**src/rtl/core/hcc_pkg.sv**
```systemverilog
// Shared constants, types and helper functions for the cutter clearance block.
package hcc_pkg;

	// Default map size in cells along each axis
	localparam int GRID_DEF = 1024;

	// Sample window; the half window must be a power of two
	localparam int WINDOW     = 32;
	localparam int HALF_WIN   = WINDOW / 2;
	localparam int HALF_SHIFT = $clog2(HALF_WIN);
	localparam int WIN_W      = $clog2(WINDOW);

	// Field and register widths
	localparam int POS_W    = 16;
	localparam int HALF_W   = 15;
	localparam int SCALE_W  = 16;
	localparam int RADIUS_W = 15;
	localparam int HGT_W    = 15;
	localparam int ADDR_W   = 5;
	localparam int DATA_W   = 32;

	// Mapping datapath widths (offsets carry the half-window factor)
	localparam int U_W        = POS_W + 2;
	localparam int US_W       = U_W + HALF_SHIFT + 1;
	localparam int LIM_W      = HALF_W + 1 + HALF_SHIFT;
	localparam int PROD_W     = LIM_W + SCALE_W;
	localparam int FRAC_SHIFT = 16 + HALF_SHIFT;
	localparam int PIX_W      = PROD_W - FRAC_SHIFT;

	// Scoring widths: excess is kept scaled by 2*h*h
	localparam int SQ_W       = 2 * HALF_SHIFT + 1;
	localparam int PEN_W      = SQ_W + 1;
	localparam int PENP_W     = RADIUS_W + PEN_W;
	localparam int DIFF_SHIFT = 2 * HALF_SHIFT + 1;
	localparam int BEST_W     = HGT_W + DIFF_SHIFT;
	localparam int DIFF_W     = BEST_W + 2;

	// Register reset values
	localparam logic [HALF_W-1:0]   HALF_WIDTH_RST  = 15'd1536;
	localparam logic [HALF_W-1:0]   HALF_HEIGHT_RST = 15'd1536;
	localparam logic [SCALE_W-1:0]  SCALE_X_RST     = 16'd21845;
	localparam logic [SCALE_W-1:0]  SCALE_Y_RST     = 16'd21845;
	localparam logic [RADIUS_W-1:0] RADIUS_RST      = 15'd164;

	// Register indexes (word address)
	localparam logic [2:0] REG_HALF_WIDTH  = 3'd0;
	localparam logic [2:0] REG_HALF_HEIGHT = 3'd1;
	localparam logic [2:0] REG_SCALE_X     = 3'd2;
	localparam logic [2:0] REG_SCALE_Y     = 3'd3;
	localparam logic [2:0] REG_RADIUS      = 3'd4;

	// Item kinds
	localparam logic KIND_SPLAT = 1'b0;
	localparam logic KIND_QUERY = 1'b1;

	// Tag carried through the mapping unit
	typedef struct packed {
		logic             is_y;
		logic             last;
		logic [PEN_W-1:0] pen;
	} map_tag_t;

	// One heightmap sample on its way to scoring
	typedef struct packed {
		logic             valid;
		logic             ok;
		logic             last;
		logic [PEN_W-1:0] pen;
	} sample_t;

	// (k - h)^2 for a window index k
	function automatic logic [SQ_W-1:0] sq_off(input logic [WIN_W-1:0] k);
		logic [WIN_W:0]     d;
		logic [WIN_W:0]     m;
		logic [2*WIN_W+1:0] p;
		d = {1'b0, k} - (WIN_W+1)'(HALF_WIN);
		m = d[WIN_W] ? (~d + 1'b1) : d;
		p = m * m;
		return p[SQ_W-1:0];
	endfunction

endpackage

```
**src/rtl/core/hcc_map.sv**
```systemverilog
// Shared world-to-cell mapping unit: range check, scale multiply, cell bound.
module hcc_map #(
	parameter int GRID = hcc_pkg::GRID_DEF
) (
	input  logic                              clk,
	input  logic                              arst_n,
	input  logic                              req_valid,
	input  logic signed [hcc_pkg::US_W-1:0]   us,
	input  logic [hcc_pkg::LIM_W-1:0]         lim,
	input  logic [hcc_pkg::SCALE_W-1:0]       scale,
	input  hcc_pkg::map_tag_t                 tag,
	output logic                              rsp_valid,
	output logic [$clog2(GRID)-1:0]           pix,
	output logic                              ok,
	output hcc_pkg::map_tag_t                 rsp_tag
);

	import hcc_pkg::*;

	localparam int PW = $clog2(GRID);

	logic              valid_s1;
	logic              inr_s1;
	logic [PROD_W-1:0] prod_s1;
	map_tag_t          tag_s1;
	logic              inr;
	logic [PIX_W-1:0]  pix_full;

	// Negative or beyond 2*half lands off the map
	assign inr = (us[US_W-1:LIM_W] == '0) && (us[LIM_W-1:0] <= lim);

	always_ff @(posedge clk or negedge arst_n) begin
		if (!arst_n) begin
			valid_s1  <= 1'b0;
			rsp_valid <= 1'b0;
		end else begin
			valid_s1  <= req_valid;
			rsp_valid <= valid_s1;
		end
	end

	assign pix_full = prod_s1[PROD_W-1:FRAC_SHIFT];

	always_ff @(posedge clk) begin
		inr_s1  <= inr;
		prod_s1 <= us[LIM_W-1:0] * scale;
		tag_s1  <= tag;
		ok      <= inr_s1 && (pix_full < PIX_W'(GRID));
		pix     <= pix_full[PW-1:0];
		rsp_tag <= tag_s1;
	end

endmodule

```
**config.mk**
```make
export PLATFORM = sky130hd
export DESIGN_NAME = hcc_map
export DESIGN_NICKNAME = d
export VERILOG_FILES = /design/src/rtl/core/hcc_pkg.sv /design/src/rtl/core/hcc_map.sv
export SDC_FILE = /design/constraint.sdc
export NUM_CORES = 1
export LEC_CHECK = 0
export ABC_AREA = 1
export BUFFER_PORTS_ARGS = -buffer_cell sky130_fd_sc_hd__buf_4
export CORE_ASPECT_RATIO = 0.7
export CORE_MARGIN = 1
export CORE_UTILIZATION = 50
export DETAILED_ROUTE_END_ITERATION = 10
export PLACE_DENSITY = 0.7
export SYNTH_ARGS = -nofsm -noshare
export SYNTH_HDL_FRONTEND = slang
export SYNTH_SLANG_ARGS = --single-unit
```
**constraint.sdc**
```tcl
create_clock -name clk -period 1.05 [get_ports clk]
set_input_delay 0.105 -clock clk [delete_from_list [all_inputs] [get_ports clk]]
set_output_delay 0.105 -clock clk [all_outputs]
set_load 0.01 [all_outputs]
```
==> results.rst <==
.. list-table::
   :header-rows: 1

   * - Metric
     - Value
   * - Run status
     - finished, violations left
   * - Violations in the final reports
     - negative setup slack
   * - Delay of the slowest cell on the worst path
     - around 0.55 ns
   * - Height of the die
     - around 130 um
   * - Category of cells accounting for the largest share of critical-path delay
     - adder cells
   * - Data required time at the worst endpoint
     - between 1 and 1.5 ns
   * - Routed WL per cell
     - roughly 16 um
   * - Syn Inst Count
     - about 1.6k
   * - Final critical-path required period
     - between 4 and 5 ns
   * - CP max FO
     - 9
   * - Ys flop type
     - sky130_fd_sc_hd__dfxtp_1
   * - Total of fill cells in the finished design
     - ~1.9k
   * - Ordered list of cells on the worst path
     - buf_12, buf_4, nand2_2, fa_1, inv_1, fa_1, fa_1, fa_1, fa_1, inv_1, fa_1, inv_2, ha_4, a21o_4, a31oi_4, o21ai_2, o21bai_2, xor2_1
   * - Number of top-level pins
     - 98
   * - Die Area
     - 0.02552 mm2
   * - Final critical-path share of the clock period
     - 448.3%
   * - Worst Path Arrival
     - roughly 4.9 ns
   * - PortBufs
     - 97
   * - Ranking of synthesized cells by area
     - sky130_fd_sc_hd__fa_1, sky130_fd_sc_hd__inv_1, sky130_fd_sc_hd__nand2_1, sky130_fd_sc_hd__ha_1, sky130_fd_sc_hd__dfxtp_1
   * - GRT Total Usage
     - ~27%
   * - Congestion Overflow GR
     - 0
   * - Final setup margin
     - -3.657 ns
   * - Area of the core region
     - roughly 0.024 mm2
   * - Count of vias placed by the detailed router
     - between 10k and 15k
   * - Flop-to-flop setup slack
     - ~0.25 ns
   * - Upper clock frequency limit
     - 212.5 MHz
   * - Total count of hold-check failures in the final report
     - 0
   * - Yosys top cell area share
     - 40.08%
   * - Post-route cell area
     - approximately 0.017 mm2
   * - Top cell by count, worst path
     - sky130_fd_sc_hd__fa_1
   * - Remaining antenna violation count
     - 0
   * - Yosys top cell by area
     - sky130_fd_sc_hd__fa_1
   * - Fraction of final layout cells with drive strength greater than 1
     - between 20% and 30%
   * - Detailed-routing iteration count for the pre-antenna-repair pass
     - 5
   * - Diodes inserted
     - 0
   * - Area delta synth->final
     - 33.12%
   * - Buffer type at the clock tree root
     - sky130_fd_sc_hd__clkbuf_16
   * - Slew Limit Headroom
     - between 70% and 80%
   * - Number of buffer and inverter stages on the critical path
     - 5
   * - Endpoint kind of the worst setup timing path
     - register
   * - Worst Setup Start Kind
     - input pin
   * - Slowest library cell on the worst path
     - sky130_fd_sc_hd__fa_1
   * - Number of buffers between clock root and the deepest sink
     - 2
   * - Vias in the first global route
     - 11.59k
   * - Post-synth design cell area
     - roughly 0.012 mm2
   * - Share of flip-flops with an asynchronous set or reset after synthesis
     - roughly 3.7%
   * - FF+latch count, synth
     - 54
   * - Worst clock skew
     - roughly 0.0076 ns
   * - Worst-skew pair later-pin latency
     - between 0.2 and 0.3 ns
   * - First-pass GRT wire length
     - around 54 mm
   * - Number of sinks handled by clock tree synthesis
     - between 50 and 60
   * - Die extent in x
     - around 190 um
   * - Number of clock buffers inserted by TritonCTS
     - 5
   * - Mapped Nets
     - ~2k
   * - Max-cap check violation count
     - 0
   * - Unrepaired setup endpoints after global routing
     - true
   * - Count of synthesis-stage warnings from yosys
     - 0
   * - Placed cell area
     - 0.01484 mm2
   * - GPL Wtd Cong
     - between 0.9 and 1
   * - Largest net degree at the start of global routing
     - 18
   * - Netlist cell types
     - 40
   * - Clock tree from TritonCTS
     - yes
   * - Count of flip-flops with a built-in enable after synthesis
     - 0
   * - Starting DRT DRC Count
     - 645
   * - Initial antenna violation count
     - 0
   * - Final net count
     - approximately 2.3k
   * - Number of H-tree levels
     - 2
   * - Worst Hold Class
     - input pin to register
   * - Count of unresolved DRC violations after routing
     - 0
   * - Seq/Total Area, Yosys
     - ~9%
   * - Initial Utilization
     - slightly above 50%
   * - Final worst hold slack
     - around 0.13 ns
   * - Vias per std cell
     - 4.967
   * - Avg Cell Area, Syn
     - 7.710 um2
   * - Post-detail-place hpwl
     - approximately 27 mm
   * - Clock-pin slew reported for the worst setup and hold paths after clock tree synthesis
     - roughly 0.06 ns
   * - Slew @ Worst Pin
     - 0.4112 ns
   * - Number of placement rows
     - 47
   * - Final count of negative-setup-slack endpoints
     - 17
   * - Aggregate routed wire length
     - 33.45 mm
   * - Pins over their slew limit
     - 0
   * - Crit path kind
     - input pin to register
==> cells in the mapped netlist (4+ instances only) <==
cell and n:
sky130_fd_sc_hd__inv_1 486, sky130_fd_sc_hd__nand2_1 427, sky130_fd_sc_hd__fa_1 249, sky130_fd_sc_hd__ha_1 125
sky130_fd_sc_hd__clkbuf_1 68, sky130_fd_sc_hd__dfxtp_1 52, sky130_fd_sc_hd__nor2_1 49, sky130_fd_sc_hd__a21oi_1 42
sky130_fd_sc_hd__nand3_1 20, sky130_fd_sc_hd__o21ai_0 18, sky130_fd_sc_hd__xor2_1 10, sky130_fd_sc_hd__o21bai_1 9
sky130_fd_sc_hd__a31oi_1 7, sky130_fd_sc_hd__nor3_1 6, sky130_fd_sc_hd__a21o_1 5, sky130_fd_sc_hd__nand4_1 5
sky130_fd_sc_hd__o21a_1 4
==> state kept, by name, summed over array words and instances (netlist names) <==
register,cells
inr_s1,1
ok,1
pix,10
prod_s1,16
rsp_tag,12
rsp_valid,1
tag_s1,12
valid_s1,1
==> tightest hold or removal path, cell delays in order <==
cell	delay (ns)
sky130_fd_sc_hd__buf_4	0.07
sky130_fd_sc_hd__or3_1	0.11
sky130_fd_sc_hd__a21oi_2	0.07
==> metrics by stage <==
stage                     TNS [ns]  util [%]  worst slack, ns  instances
after CTS                   -56.24     66.71           -3.564       2141
after global placement      -64.10     61.87           -4.133       2105
final                       -56.97     69.00           -3.657       2150
after floorplan             -57.19         -           -3.669       1613
after global routing        -59.30     69.00           -3.731       2150
after detailed placement    -64.40     61.87           -4.076       2105
==> worst paths after layout <==
kind / startpoint / end / depth (start not counted)
worst min-delay path: us[22] / inr_s1 / 3
min in group asynchronous: arst_n / valid_s1 / 2
worst max register to register: prod_s1[34] / ok / 2
worst min register to register: tag_s1[5] / rsp_tag[5] / 0
max in group asynchronous: arst_n / rsp_valid / 2
worst max-delay path: us[10] / prod_s1[24] / 18
==> per-layer routing <==
metal	track usage (%)	wire length, um	vias to the layer above
li1	-	-	5024
met1	36.66	14410	5233
met2	45.43	15740	367
met3	3.349	2623	55
met4	6.000	674	0
met5	0	0	-
==> logic make-up after synthesis <==
kind of cell / after synthesis / share of synthesized area [%]
adder cells (fa/ha/maj): 374 / 52.66
AO/OA/AOI/OAI: 97 / 4.568
buffers and inverters: 557 / 16.86
XOR/XNOR: 11 / 0.7747
flip-flops: 54 / 8.774
AND/OR/NAND/NOR: 520 / 16.36
==> timing repair <==
action	4_1_cts	5_1_grt
endpoints found under the hold margin	15	0
buffers inserted	13	5
hold buffers	14	0
resized for setup	208	104
gates cloned	1	5
setup endpoints to repair	17	17
pin swaps	78	49
==> cells in the final DEF, fill, tap and decap left out, types with 5 or more instances in the layout <==
cell type,Yosys,routed
sky130_fd_sc_hd__a21oi_1,42,22
sky130_fd_sc_hd__a21oi_2,1,15
sky130_fd_sc_hd__a21oi_4,0,6
sky130_fd_sc_hd__a31oi_4,0,5
sky130_fd_sc_hd__buf_12,0,22
sky130_fd_sc_hd__buf_4,1,211
sky130_fd_sc_hd__buf_6,0,16
sky130_fd_sc_hd__buf_8,0,10
sky130_fd_sc_hd__clkbuf_16,0,10
sky130_fd_sc_hd__dfxtp_1,52,52
sky130_fd_sc_hd__dlygate4sd3_1,0,14
sky130_fd_sc_hd__fa_1,249,237
sky130_fd_sc_hd__fa_2,0,12
sky130_fd_sc_hd__ha_1,125,97
sky130_fd_sc_hd__ha_4,0,27
sky130_fd_sc_hd__inv_1,486,435
sky130_fd_sc_hd__inv_2,0,47
sky130_fd_sc_hd__nand2_1,427,376
sky130_fd_sc_hd__nand2_2,2,38
sky130_fd_sc_hd__nand2_4,0,15
sky130_fd_sc_hd__nand3_1,20,19
sky130_fd_sc_hd__nand4_1,5,5
sky130_fd_sc_hd__nor2_1,49,18
sky130_fd_sc_hd__nor2_2,1,22
sky130_fd_sc_hd__nor2_4,0,10
sky130_fd_sc_hd__o21ai_1,2,6
sky130_fd_sc_hd__o21ai_2,1,10
sky130_fd_sc_hd__xor2_1,10,7
==> layout make-up <==
cell class	count	area (um2)	share of cell area (%)
clock buffer	6	128.9	0.7785
clock inverter	2	15.01	0.09070
inverter	486	1844	11.14
multi-input combinational	1002	10350	62.50
sequential	54	1091	6.591
tap	318	397.9	2.403
timing repair buffer	282	2730	16.49
Power is left out: the tool's default activity adds up to more than one toggle a clock period on the data nets, which glitch-free logic cannot reach.
