===== src/rtl/core/hcc_pkg.sv =====
// Shared constants, types and helper functions for the cutter clearance block.
package hcc_pkg;

	// Default map size in cells along each axis
	localparam int GRID_DEF = 1024;

	// Sample window; the half window must be a power of two
	localparam int WINDOW     = 32;
	localparam int HALF_WIN   = WINDOW / 2;
	localparam int HALF_SHIFT = $clog2(HALF_WIN);
	localparam int WIN_W      = $clog2(WINDOW);

	// Field and register widths
	localparam int POS_W    = 16;
	localparam int HALF_W   = 15;
	localparam int SCALE_W  = 16;
	localparam int RADIUS_W = 15;
	localparam int HGT_W    = 15;
	localparam int ADDR_W   = 5;
	localparam int DATA_W   = 32;

	// Mapping datapath widths (offsets carry the half-window factor)
	localparam int U_W        = POS_W + 2;
	localparam int US_W       = U_W + HALF_SHIFT + 1;
	localparam int LIM_W      = HALF_W + 1 + HALF_SHIFT;
	localparam int PROD_W     = LIM_W + SCALE_W;
	localparam int FRAC_SHIFT = 16 + HALF_SHIFT;
	localparam int PIX_W      = PROD_W - FRAC_SHIFT;

	// Scoring widths: excess is kept scaled by 2*h*h
	localparam int SQ_W       = 2 * HALF_SHIFT + 1;
	localparam int PEN_W      = SQ_W + 1;
	localparam int PENP_W     = RADIUS_W + PEN_W;
	localparam int DIFF_SHIFT = 2 * HALF_SHIFT + 1;
	localparam int BEST_W     = HGT_W + DIFF_SHIFT;
	localparam int DIFF_W     = BEST_W + 2;

	// Register reset values
	localparam logic [HALF_W-1:0]   HALF_WIDTH_RST  = 15'd1536;
	localparam logic [HALF_W-1:0]   HALF_HEIGHT_RST = 15'd1536;
	localparam logic [SCALE_W-1:0]  SCALE_X_RST     = 16'd21845;
	localparam logic [SCALE_W-1:0]  SCALE_Y_RST     = 16'd21845;
	localparam logic [RADIUS_W-1:0] RADIUS_RST      = 15'd164;

	// Register indexes (word address)
	localparam logic [2:0] REG_HALF_WIDTH  = 3'd0;
	localparam logic [2:0] REG_HALF_HEIGHT = 3'd1;
	localparam logic [2:0] REG_SCALE_X     = 3'd2;
	localparam logic [2:0] REG_SCALE_Y     = 3'd3;
	localparam logic [2:0] REG_RADIUS      = 3'd4;

	// Item kinds
	localparam logic KIND_SPLAT = 1'b0;
	localparam logic KIND_QUERY = 1'b1;

	// Tag carried through the mapping unit
	typedef struct packed {
		logic             is_y;
		logic             last;
		logic [PEN_W-1:0] pen;
	} map_tag_t;

	// One heightmap sample on its way to scoring
	typedef struct packed {
		logic             valid;
		logic             ok;
		logic             last;
		logic [PEN_W-1:0] pen;
	} sample_t;

	// (k - h)^2 for a window index k
	function automatic logic [SQ_W-1:0] sq_off(input logic [WIN_W-1:0] k);
		logic [WIN_W:0]     d;
		logic [WIN_W:0]     m;
		logic [2*WIN_W+1:0] p;
		d = {1'b0, k} - (WIN_W+1)'(HALF_WIN);
		m = d[WIN_W] ? (~d + 1'b1) : d;
		p = m * m;
		return p[SQ_W-1:0];
	endfunction

endpackage


===== src/rtl/core/hcc_score.sv =====
// Cutter excess scoring: penalty multiply, then running maximum over the window.
module hcc_score (
	input  logic                           clk,
	input  logic                           arst_n,
	input  logic                           clr,
	input  hcc_pkg::sample_t               smp,
	input  logic [hcc_pkg::HGT_W-1:0]      rdata,
	input  logic [hcc_pkg::RADIUS_W-1:0]   radius,
	output logic                           done,
	output logic [hcc_pkg::BEST_W-1:0]     best
);

	import hcc_pkg::*;

	logic               valid_s4;
	logic               last_s4;
	logic [HGT_W-1:0]   zs_s4;
	logic [PENP_W-1:0]  pen_s4;
	logic signed [DIFF_W-1:0] diff;

	always_ff @(posedge clk) begin
		zs_s4  <= smp.ok ? rdata : '0;
		pen_s4 <= radius * smp.pen;
	end

	// height*2h^2 - r*((i-h)^2 + (j-h)^2)
	assign diff = $signed({2'b00, zs_s4, {DIFF_SHIFT{1'b0}}})
		- $signed({{(DIFF_W-PENP_W){1'b0}}, pen_s4});

	always_ff @(posedge clk or negedge arst_n) begin
		if (!arst_n) begin
			valid_s4 <= 1'b0;
			last_s4  <= 1'b0;
			done     <= 1'b0;
			best     <= '0;
		end else begin
			valid_s4 <= smp.valid;
			last_s4  <= smp.last;
			done     <= valid_s4 && last_s4;
			if (clr) begin
				best <= '0;
			end else if (valid_s4 && !diff[DIFF_W-1] && (diff[BEST_W-1:0] > best)) begin
				best <= diff[BEST_W-1:0];
			end
		end
	end

endmodule


===== config.mk =====
export PLATFORM = sky130hd
export DESIGN_NAME = hcc_score
export DESIGN_NICKNAME = d
export VERILOG_FILES = /design/src/rtl/core/hcc_pkg.sv /design/src/rtl/core/hcc_score.sv
export SDC_FILE = /design/constraint.sdc
export NUM_CORES = 1
export LEC_CHECK = 0
export BUFFER_PORTS_ARGS = -buffer_cell sky130_fd_sc_hd__buf_2
export CAP_MARGIN = 20
export CELL_PAD_IN_SITES_DETAIL_PLACEMENT = 1
export CELL_PAD_IN_SITES_GLOBAL_PLACEMENT = 1
export CORE_UTILIZATION = 44
export CTS_BUF_LIST = sky130_fd_sc_hd__clkbuf_8
export CTS_CLUSTER_SIZE = 40
export DETAILED_ROUTE_END_ITERATION = 16
export PLACE_DENSITY_LB_ADDON = 0.1
export SYNTH_ARGS = -nofsm -noshare
export SYNTH_HDL_FRONTEND = slang
export SYNTH_SLANG_ARGS = --single-unit

===== constraint.sdc =====
create_clock -name clk -period 3.4 [get_ports clk]
set_clock_uncertainty 0.05 [all_clocks]
set_input_delay 0.85 -clock clk [delete_from_list [all_inputs] [get_ports clk]]
set_output_delay 0.85 -clock clk [all_outputs]
set_load 0.02 [all_outputs]

==> flow_summary.yaml, run 1 <==
outcome:
  status: "finished with violations"
  failed_checks: "negative setup slack"
power_and_ir_drop:
  p_seq_share_pct: 9.4
  p_int_mw: 6.89
  combPwrFrac_pct: 84.6
  switching_share_pct: 46.1
  peakVddDrop_mv: 0.728
  p_switching_mw: 5.89
  pwr_density_cell_nw_per_um2: 1080
  p_clk_share_pct: 6.0
  leakage_nw: 6.12
clocking:
  clockRootBuffer: "clkbuf_8"
  postCtsHoldBufs: 0
  clock_path_buffers: 2
  cts_tree: "done"
  cts_made_buffers: 9
  clkTransAtPathRegs_ns: 0.08
  clock-sinks: 67
  clock_latency_ns: 0.37
  htree_levels: 3
sta:
  finalSetupViolCount: 44
  max_freq_mhz: 189
  slew_violations: 0
  relSlewSlack_pct: 57.9
  period_share_pct: 156
  rsz0062_at_grt: "true"
  final_hold_viol_count: 0
  setup_slack_ns: -1.89
  worst_pin_slew_ns: 0.632
  setup_tns_ns: -40.70
  finalCriticalPeriod_ns: 5.29
finish:
  drive_gt1_share_pct: 36.3
  seq_area_sq_um: 1480
  final_core_util_pct: 63.2
  num-fill-cells: 2158
  syn2layout_area_growth_pct: 40.1
  multi_input_area_sq_um: 7000
  nets: 1454
  insertedDiodeCount: 0
  fin_cells: 1445
place:
  portBuffers: 70
  place_hpwl_microns: 19300
  gp_congestion: 0.821
  placedCellCount: 1387
logic_synthesis:
  synth.most_common_cell: "inv_1"
  synth_common_cells: "inv_1 (154), nand2_1 (103), fa_1 (102)"
  synthesis.area_sq_um: 8470
  synth_edf_count: 0
  synth_top_cell_by_area: "fa_1"
  synth.area.top_cells: "fa_1 (24%), ha_1 (15%), dfxtp_1 (9.5%), dfrtp_1 (8.0%), and2_1 (7.5%)"
  synthFlopType: "dfxtp_1"
  synth_cells: 951
  ys.warnings.count: 0
  seq_area_frac_synth_pct: 17.4
  yosys_register_bits: 67
  async_flop_share_pct: 40.3
  synth.distinct_cells: 61
  synth.top_cell.area_share_pct: 24.1
  syn_nets: 1199
  syn_avg_cell_area_sq_um: 8.90
grt:
  grt_pass1_wl_microns: 40000
  grt_antenna_before_repair: 0
  grt_usage_pct: 25.5
  grt_max_degree: 28
  globalRouteOverflowTotal: 0
  first_global_vias: 8150
detailed_routing:
  drt_iter0_markers: 126
  wl_microns: 26600
  dr.pass1.iters: 4
  post_drt_wl_per_cell_microns: 18.4
  viasPerCell: 5.21
  drc_errors: 0
  postRouteAntennaNets: 0
  vias: 7525
setup_path:
  end_kind: "flip-flop"
  worst_setup_path_start_kind: "primary input"
  reg2regPathDepth: 18
  required_ns: 3.60
  crit_top_cell: "fa_1"
  r2r_start: "pen_s4[10]"
  r2r_setup_slack_ns: -0.52
  arrival_ns: 5.50
  crit_chain: "buf_12 -> and2_4 -> fa_1 -> fa_1 -> fa_1 -> fa_1 -> inv_2 -> fa_1 -> inv_2 -> ha_4 -> or3_4 -> a2111oi_4 -> o41a_1 -> buf_4 -> o21ai_2 -> xor2_1"
  critical_path_class: "in2reg"
  startpoint: "smp[4]"
  cp_max_fo: 7
  critPathMaxStageDelay_ns: 0.59
  critPathSlowestCell: "fa_1"
  worstSetupEndpoint: "pen_s4[19]"
  r2r-end: "best[20]"
job:
  cap_viol_max_count: 0
die:
  num_rows: 50
  io_pins: 71
  die_x_microns: 141
  fp.coreArea_sq_um: 18800
  fp.dieH_microns: 141
  fp.dieArea_sq_um: 19800
  start_util_pct: 45.1
hold_path:
  hp-class: "in2async"
metrics by stage:
step | setup slack, ns | instance area [sq um] | total power [mW] | hold slack (ns)
4_1_cts | -1.75 | 11300 | 11.4 | 0.423
2_1_floorplan | -2.02 | 8860 | 6.53 | 0.378
5_1_grt | -2.01 | 11900 | 13.8 | 0.470
3_3_place_gp | -2.23 | 10400 | 9.40 | 0.384
6_report | -1.89 | 11900 | 12.8 | 0.441
3_5_place_dp | -2.34 | 10400 | 9.73 | 0.402
kinds of logic after synthesis:
kind of cell	after synthesis	share of synthesized area, %
xor+xnor	39	4.03
flops	67	17.4
buf+inv	188	8.82
compound gates	116	9.27
mux	20	2.36
fa+ha+maj	202	38.9
simple gates	319	19.2
critical path, delay by kind of cell:
family	cells	cell delay, ns
buffers and inverters	4	0.36
adder cells (fa/ha/maj)	6	2.84
AO/OA/AOI/OAI	3	0.73
XOR/XNOR	1	0.16
AND/OR/NAND/NOR	2	0.55
state kept, by name, summed over array words and instances (netlist names):
signal / count
best: 24
done: 1
last_s4: 1
pen_s4: 25
valid_s4: 1
zs_s4: 15
layout by cell type, fill, tap and decap left out, drive strengths merged, types with 14 or more instances in the layout:
cell   count
a21o      15
a21oi     44
and2     102
buf      278
dfrtp     27
dfxtp     40
fa       102
ha       100
inv      155
mux2i     20
nand2    103
nand3     14
nor2      49
nor3      14
xnor2     29
cell type report:
type,instances,area share (%)
Tap cell,234,2.47
Multi-Input combinational cell,696,59.0
Clock inverter,6,0.738
Sequential cell,67,12.5
Inverter,154,4.89
Timing Repair Buffer,278,19.2
Clock buffer,10,1.16
worst min-delay path by stage:
stage,endpoint,cells past startpoint
detailed placement,done,1
global placement,done,1
CTS,done,1
finish,best[20],1
floorplan,done,1
global route,best[22],1
routing by layer:
metal	track usage (%)	share of wire [%]	wire [microns]	vias up
met3	2.00	1.6	423	50
met5	0	0	0	-
met2	48.9	55	14600	134
met4	7.27	3.2	843	0
met1	30.2	40	10800	3778
li1	-	-	-	3563
power by group through the flow:
stage | logic (mW) | registers [mW] | clock network, mW
floorplan | 5.25 | 1.28 | 0
global placement | 8.21 | 1.20 | 0
detailed placement | 8.52 | 1.21 | 0
CTS | 9.45 | 1.19 | 0.781
global route | 11.8 | 1.22 | 0.810
finish | 10.8 | 1.20 | 0.767
timing repair:
action,CTS,global route
setup buffers,20,27
setup endpoints to repair,45,45
pin swaps,60,59
gates cloned,3,0
resized for setup,102,99
No activity file was read; power rests on OpenSTA's default activity.
==> inputs of run 2 (changes only) <==
Settings changed: CORE_UTILIZATION 44 to 49.
Clock period 3.4 ns to 5.3 ns, I/O delays scaled along.
==> flow_summary.yaml, run 2 (synthesized netlist as in run 1, its figures left out) <==
grt:
  grt_pass1_wl_microns: 38600
  grt_antenna_before_repair: 0
  grt_max_degree: 28
  grt_usage_pct: 27.3
  globalRouteOverflowTotal: 0
  first_global_vias: 7938
detailed_routing:
  viasPerCell: 5.47
  dr.pass1.iters: 4
  post_drt_wl_per_cell_microns: 20.2
  vias: 7359
  wl_microns: 27200
  drt_iter0_markers: 283
  drc_errors: 0
  postRouteAntennaNets: 0
setup_path:
  worst_setup_path_start_kind: "primary input"
  end_kind: "flip-flop"
  cp_max_fo: 5
  required_ns: 5.55
  r2r_setup_slack_ns: 0.77
  arrival_ns: 6.19
  critical_path_class: "in2reg"
clocking:
  clock_path_buffers: 2
  clkTransAtPathRegs_ns: 0.08
  cts_made_buffers: 9
  clock-sinks: 67
  clock_latency_ns: 0.37
  postCtsHoldBufs: 0
  htree_levels: 3
  cts_tree: "done"
  clockRootBuffer: "clkbuf_8"
sta:
  whs_ns: 0.424
  worst_pin_slew_ns: 0.616
  period_share_pct: 112
  final_hold_viol_count: 0
  setup_slack_ns: -0.638
  max_freq_mhz: 168
  rsz0062_at_grt: "true"
  finalCriticalPeriod_ns: 5.94
  relSlewSlack_pct: 58.9
  finalSetupViolCount: 15
  slew_violations: 0
job:
  cap_viol_max_count: 0
finish:
  drive_gt1_share_pct: 26.6
  insertedDiodeCount: 0
  num-fill-cells: 1962
  largest_reg_flops: 25
  final_common_cell: "inv_1"
  top_regs: "pen_s4 x25, best x24, zs_s4 x15"
  syn2layout_area_growth_pct: 26.1
  final_area_sq_um: 10700
  final_cell_mix: "inv_1 (143), buf_4 (111), fa_1 (100), nand2_1 (93), ha_1 (90)"
  fin_cells: 1346
  top_register: "pen_s4"
  nets: 1369
power_and_ir_drop:
  pwr_density_cell_nw_per_um2: 741
  peakVddDrop_mv: 0.434
  leakage_nw: 5.59
die:
  io_pins: 71
  num_rows: 47
  fp.dieArea_sq_um: 17800
  fp.coreArea_sq_um: 16700
  die_x_microns: 133
  fp.dieH_microns: 133
  start_util_pct: 50.7
place:
  gp_congestion: 0.831
  placedCellCount: 1304
  placed_area_sq_um: 9810
  portBuffers: 70
  place_hpwl_microns: 18600
outcome:
  failed_checks: "negative setup slack"
  status: "finished with violations"
hold_path:
  hp-class: "reg2reg"
[run 2: cell types whose count changed in the layout (fill, tap and decap cells not counted), sizes merged]
cell,delta
buf,-85
inv,+2
clkbuf,-1
clkinv,-1
[run 2: area by class of cell]
cell class | count | area (sq um) | area share (%)
clock buffer | 9 | 124 | 1.16
tap | 220 | 275 | 2.58
clock inverter | 7 | 96.3 | 0.903
sequential | 67 | 1480 | 13.8
inverter | 154 | 578 | 5.42
timing repair buffer | 193 | 1440 | 13.5
multi-input combinational | 696 | 6680 | 62.6
[run 2: report_power, final]
group / internal [mW] / total, mW / switching [mW]
clock: 0.267 / 0.489 / 0.222
sequential: 0.684 / 0.777 / 0.0931
combinational: 3.14 / 6.64 / 3.49
[run 2: what timing repair did]
action,CTS,global route
gates cloned,0,0
setup buffers,17,12
setup endpoints to repair,13,16
endpoints found under the hold margin,0,0
pin swaps,41,49
resized for setup,71,43
[run 2: layer usage]
layer	part of all wire, %	global-route usage (%)	vias up
met4	3.3	7.01	0
met1	39	32.1	3709
met2	55	52.7	189
met3	2.9	2.63	73
li1	-	-	3388
met5	0	0	-
[run 2: per-stage QoR]
| stage | util, % | worst slack, ns | power, mW | setup TNS [ns] |
|---|---|---|---|---|
| 6_report | 63.9 | -0.638 | 7.90 | -6.75 |
| 5_1_grt | 63.9 | -0.762 | 8.46 | -8.39 |
| 4_1_cts | 62.3 | -0.433 | 6.96 | -4.05 |
| 3_5_place_dp | 58.7 | -0.945 | 5.91 | -10.99 |
| 3_3_place_gp | 58.7 | -0.769 | 5.66 | -9.10 |
| 2_1_floorplan | - | -0.594 | 4.14 | -4.25 |
[run 2: path summary, 6_finish.rpt]
| check | cells after the start | end | startpoint |
|---|---|---|---|
| worst max-delay path | 23 | pen_s4[20] | radius[6] |
| worst min register to register | 1 | done | last_s4 |
| worst min-delay path | 1 | done | last_s4 |
| min in group asynchronous | 1 | best[20] | arst_n |
| max in group asynchronous | 1 | best[16] | arst_n |
| worst max register to register | 16 | best[11] | pen_s4[10] |
[run 2: worst max-delay path, cell delays in order]
cell and delay, ns:
buf_8 0.09, buf_6 0.09, nand2_4 0.05, fa_1 0.49
inv_1 0.05, fa_1 0.51, inv_2 0.04, fa_1 0.49
inv_1 0.07, fa_1 0.51, inv_1 0.07, fa_1 0.56
inv_2 0.08, ha_4 0.17, or2_4 0.26, nor2_4 0.09
o211ai_1 0.18, buf_4 0.20, a31o_4 0.24, buf_6 0.12
a31oi_4 0.20, o21a_1 0.16, xnor2_1 0.12
==> inputs of run 3 (changes only) <==
Settings changed: ABC_AREA set to 1, CORE_UTILIZATION 49 to 46.
==> flow_summary.yaml, run 3 <==
finish:
  nets: 1711
  num-fill-cells: 2564
  final_cell_mix: "nand2_1 (370), inv_1 (322), fa_1 (95), buf_4 (95), ha_1 (85)"
  largest_reg_flops: 25
  insertedDiodeCount: 0
  top_register: "pen_s4"
  final_area_sq_um: 11300
  drive_gt1_share_pct: 19.8
  final_common_cell: "nand2_1"
  fin_cells: 1733
  top_regs: "pen_s4 x25, best x24, zs_s4 x15"
  final_core_util_pct: 58.1
  syn2layout_area_growth_pct: 23.3
detailed_routing:
  dr.pass1.iters: 5
  wl_microns: 29100
  post_drt_wl_per_cell_microns: 16.8
  viasPerCell: 5.04
  drc_errors: 0
  postRouteAntennaNets: 0
  vias: 8730
  drt_iter0_markers: 387
hold_path:
  min_to: "done"
  hold_depth: 2
  worstHoldStart: "last_s4"
  hp-class: "reg2reg"
sta:
  rsz0062_at_grt: "true"
  slew_violations: 0
  finalSetupViolCount: 5
  period_share_pct: 101
  setup_slack_ns: -0.0420
  setup_tns_ns: -0.125
  final_hold_viol_count: 0
  relSlewSlack_pct: 57.2
  max_freq_mhz: 187
  worst_pin_slew_ns: 0.641
  finalCriticalPeriod_ns: 5.34
logic_synthesis:
  yosys_register_bits: 67
  synth_edf_count: 0
  seq_area_frac_synth_pct: 16.1
  syn_avg_cell_area_sq_um: 6.97
  synth.distinct_cells: 34
  syn_nets: 1567
  ys.warnings.count: 0
  synth.area.top_cells: "fa_1 (22%), nand2_1 (16%), ha_1 (14%), inv_1 (14%), dfxtp_1 (8.7%)"
  synthesis.area_sq_um: 9200
  synth.top_cell.area_share_pct: 22.2
  synthFlopType: "dfxtp_1"
  synth_cells: 1319
  synth.most_common_cell: "nand2_1"
  synth_top_cell_by_area: "fa_1"
  async_flop_share_pct: 40.3
  synth_common_cells: "nand2_1 (394), inv_1 (332), fa_1 (102)"
grt:
  grt_max_degree: 49
  grt_pass1_wl_microns: 43900
  first_global_vias: 9148
  grt_antenna_before_repair: 0
  globalRouteOverflowTotal: 0
  grt_usage_pct: 27.5
outcome:
  status: "finished with violations"
  failed_checks: "negative setup slack"
power_and_ir_drop:
  peakVddDrop_mv: 0.426
  pwr_density_cell_nw_per_um2: 690
  leakage_nw: 6.76
clocking:
  htree_levels: 3
  cts_tree: "done"
  clock_path_buffers: 2
  clockRootBuffer: "clkbuf_8"
  postCtsHoldBufs: 0
  cts_made_buffers: 9
  clkTransAtPathRegs_ns: 0.08
  clock-sinks: 67
  clock_latency_ns: 0.37
die:
  fp.coreArea_sq_um: 19500
  start_util_pct: 47.1
  io_pins: 71
  num_rows: 51
  fp.dieH_microns: 143
  die_x_microns: 143
  fp.dieArea_sq_um: 20600
setup_path:
  reg2regPathDepth: 19
  cp_max_fo: 10
  required_ns: 5.50
  arrival_ns: 5.54
  r2r_setup_slack_ns: 1.52
  r2r_start: "pen_s4[19]"
  end_kind: "flip-flop"
  worst_setup_path_start_kind: "primary input"
  critical_path_class: "in2reg"
  r2r-end: "best[19]"
place:
  placed_area_sq_um: 10500
  placedCellCount: 1709
  portBuffers: 70
  place_hpwl_microns: 22300
  gp_congestion: 0.918
job:
  cap_viol_max_count: 0
## run 3: changes by cell type after synthesis, sizes merged, moves of 13 or more
cell,before,now
nand3,14,86
and2,102,2
nand2,103,396
xnor2,29,12
nor2,49,73
inv,154,339
mux2i,20,0
a21o,15,2
## run 3: area by class of cell
cell class | instances | area, sq um | share of cell area (%)
clock inverters | 7 | 92.6 | 0.817
clock buffers | 9 | 124 | 1.09
inverters | 340 | 1280 | 11.3
repair buffers | 168 | 1250 | 11.0
flip-flops and latches | 67 | 1480 | 13.0
multi-input cells | 877 | 6790 | 59.8
well taps | 265 | 332 | 2.92
## run 3: metal layers
layer  track usage, %  vias to the layer above  wire length (microns)
li1                 -                     4183                      -
met1             34.7                     4313                  12300
met2             49.5                      178                  15200
met3             3.50                       56                    921
met4             6.38                        0                    780
met5                0                        -                      0
## run 3: worst max-delay path, cell delays in order
cell and delay [ns]:
buf_8 0.11, buf_4 0.14, nand2_2 0.05, fa_1 0.54
inv_1 0.05, fa_1 0.47, fa_1 0.55, fa_1 0.53
inv_1 0.07, fa_1 0.45, inv_1 0.13, ha_4 0.23
nand2_1 0.06, nand2_1 0.12, a21oi_2 0.16, nor2_1 0.08
nor2_1 0.15, nand3_2 0.13, xor2_2 0.18
## run 3: how the worst max path moves through the flow
stage	from	end	slack (ns)	cells after the start
final	smp[3]	pen_s4[20]	-0.04	19
after global routing	smp[3]	pen_s4[15]	-0.16	18
after global placement	smp[6]	pen_s4[20]	-0.49	18
after CTS	radius[4]	pen_s4[20]	-0.03	19
after detailed placement	smp[1]	pen_s4[20]	-0.59	20
after floorplan	radius[4]	pen_s4[14]	-0.009	16
## run 3: power breakdown
part           leakage, nW  switching (mW)  internal, mW  total, mW
clock network        0.103           0.225         0.263      0.488
registers            0.703          0.0886         0.683      0.772
logic                 5.95            3.77          2.79       6.56
total                 6.76            4.09          3.74       7.82
## run 3: cells by family (layout without fill, tap and decap cells)
| family | after synthesis | count (layout) | share of synthesized area [%] |
|---|---|---|---|
| AO/OA/AOI/OAI | 65 | 65 | 3.92 |
| XOR/XNOR | 29 | 29 | 2.76 |
| adder cells (fa/ha/maj) | 202 | 202 | 35.8 |
| buffers and inverters | 375 | 524 | 15.5 |
| flip-flops | 67 | 67 | 16.1 |
| AND/OR/NAND/NOR | 581 | 581 | 25.9 |
## run 3: metrics by stage
stage          hold WS (ns)  setup WS, ns  power, mW
5_1_grt               0.442        -0.165       8.52
4_1_cts               0.435       -0.0267       6.74
3_3_place_gp          0.376        -0.492       5.94
6_report              0.426       -0.0420       7.82
2_1_floorplan         0.359      -0.00910       4.29
3_5_place_dp          0.415        -0.590       6.12
## run 3: repair_timing
action | 4_1_cts | 5_1_grt
endpoints found under the setup margin | 14 | 16
gates resized for setup | 24 | 117
buffers inserted | 0 | 8
pin swaps | 4 | 68
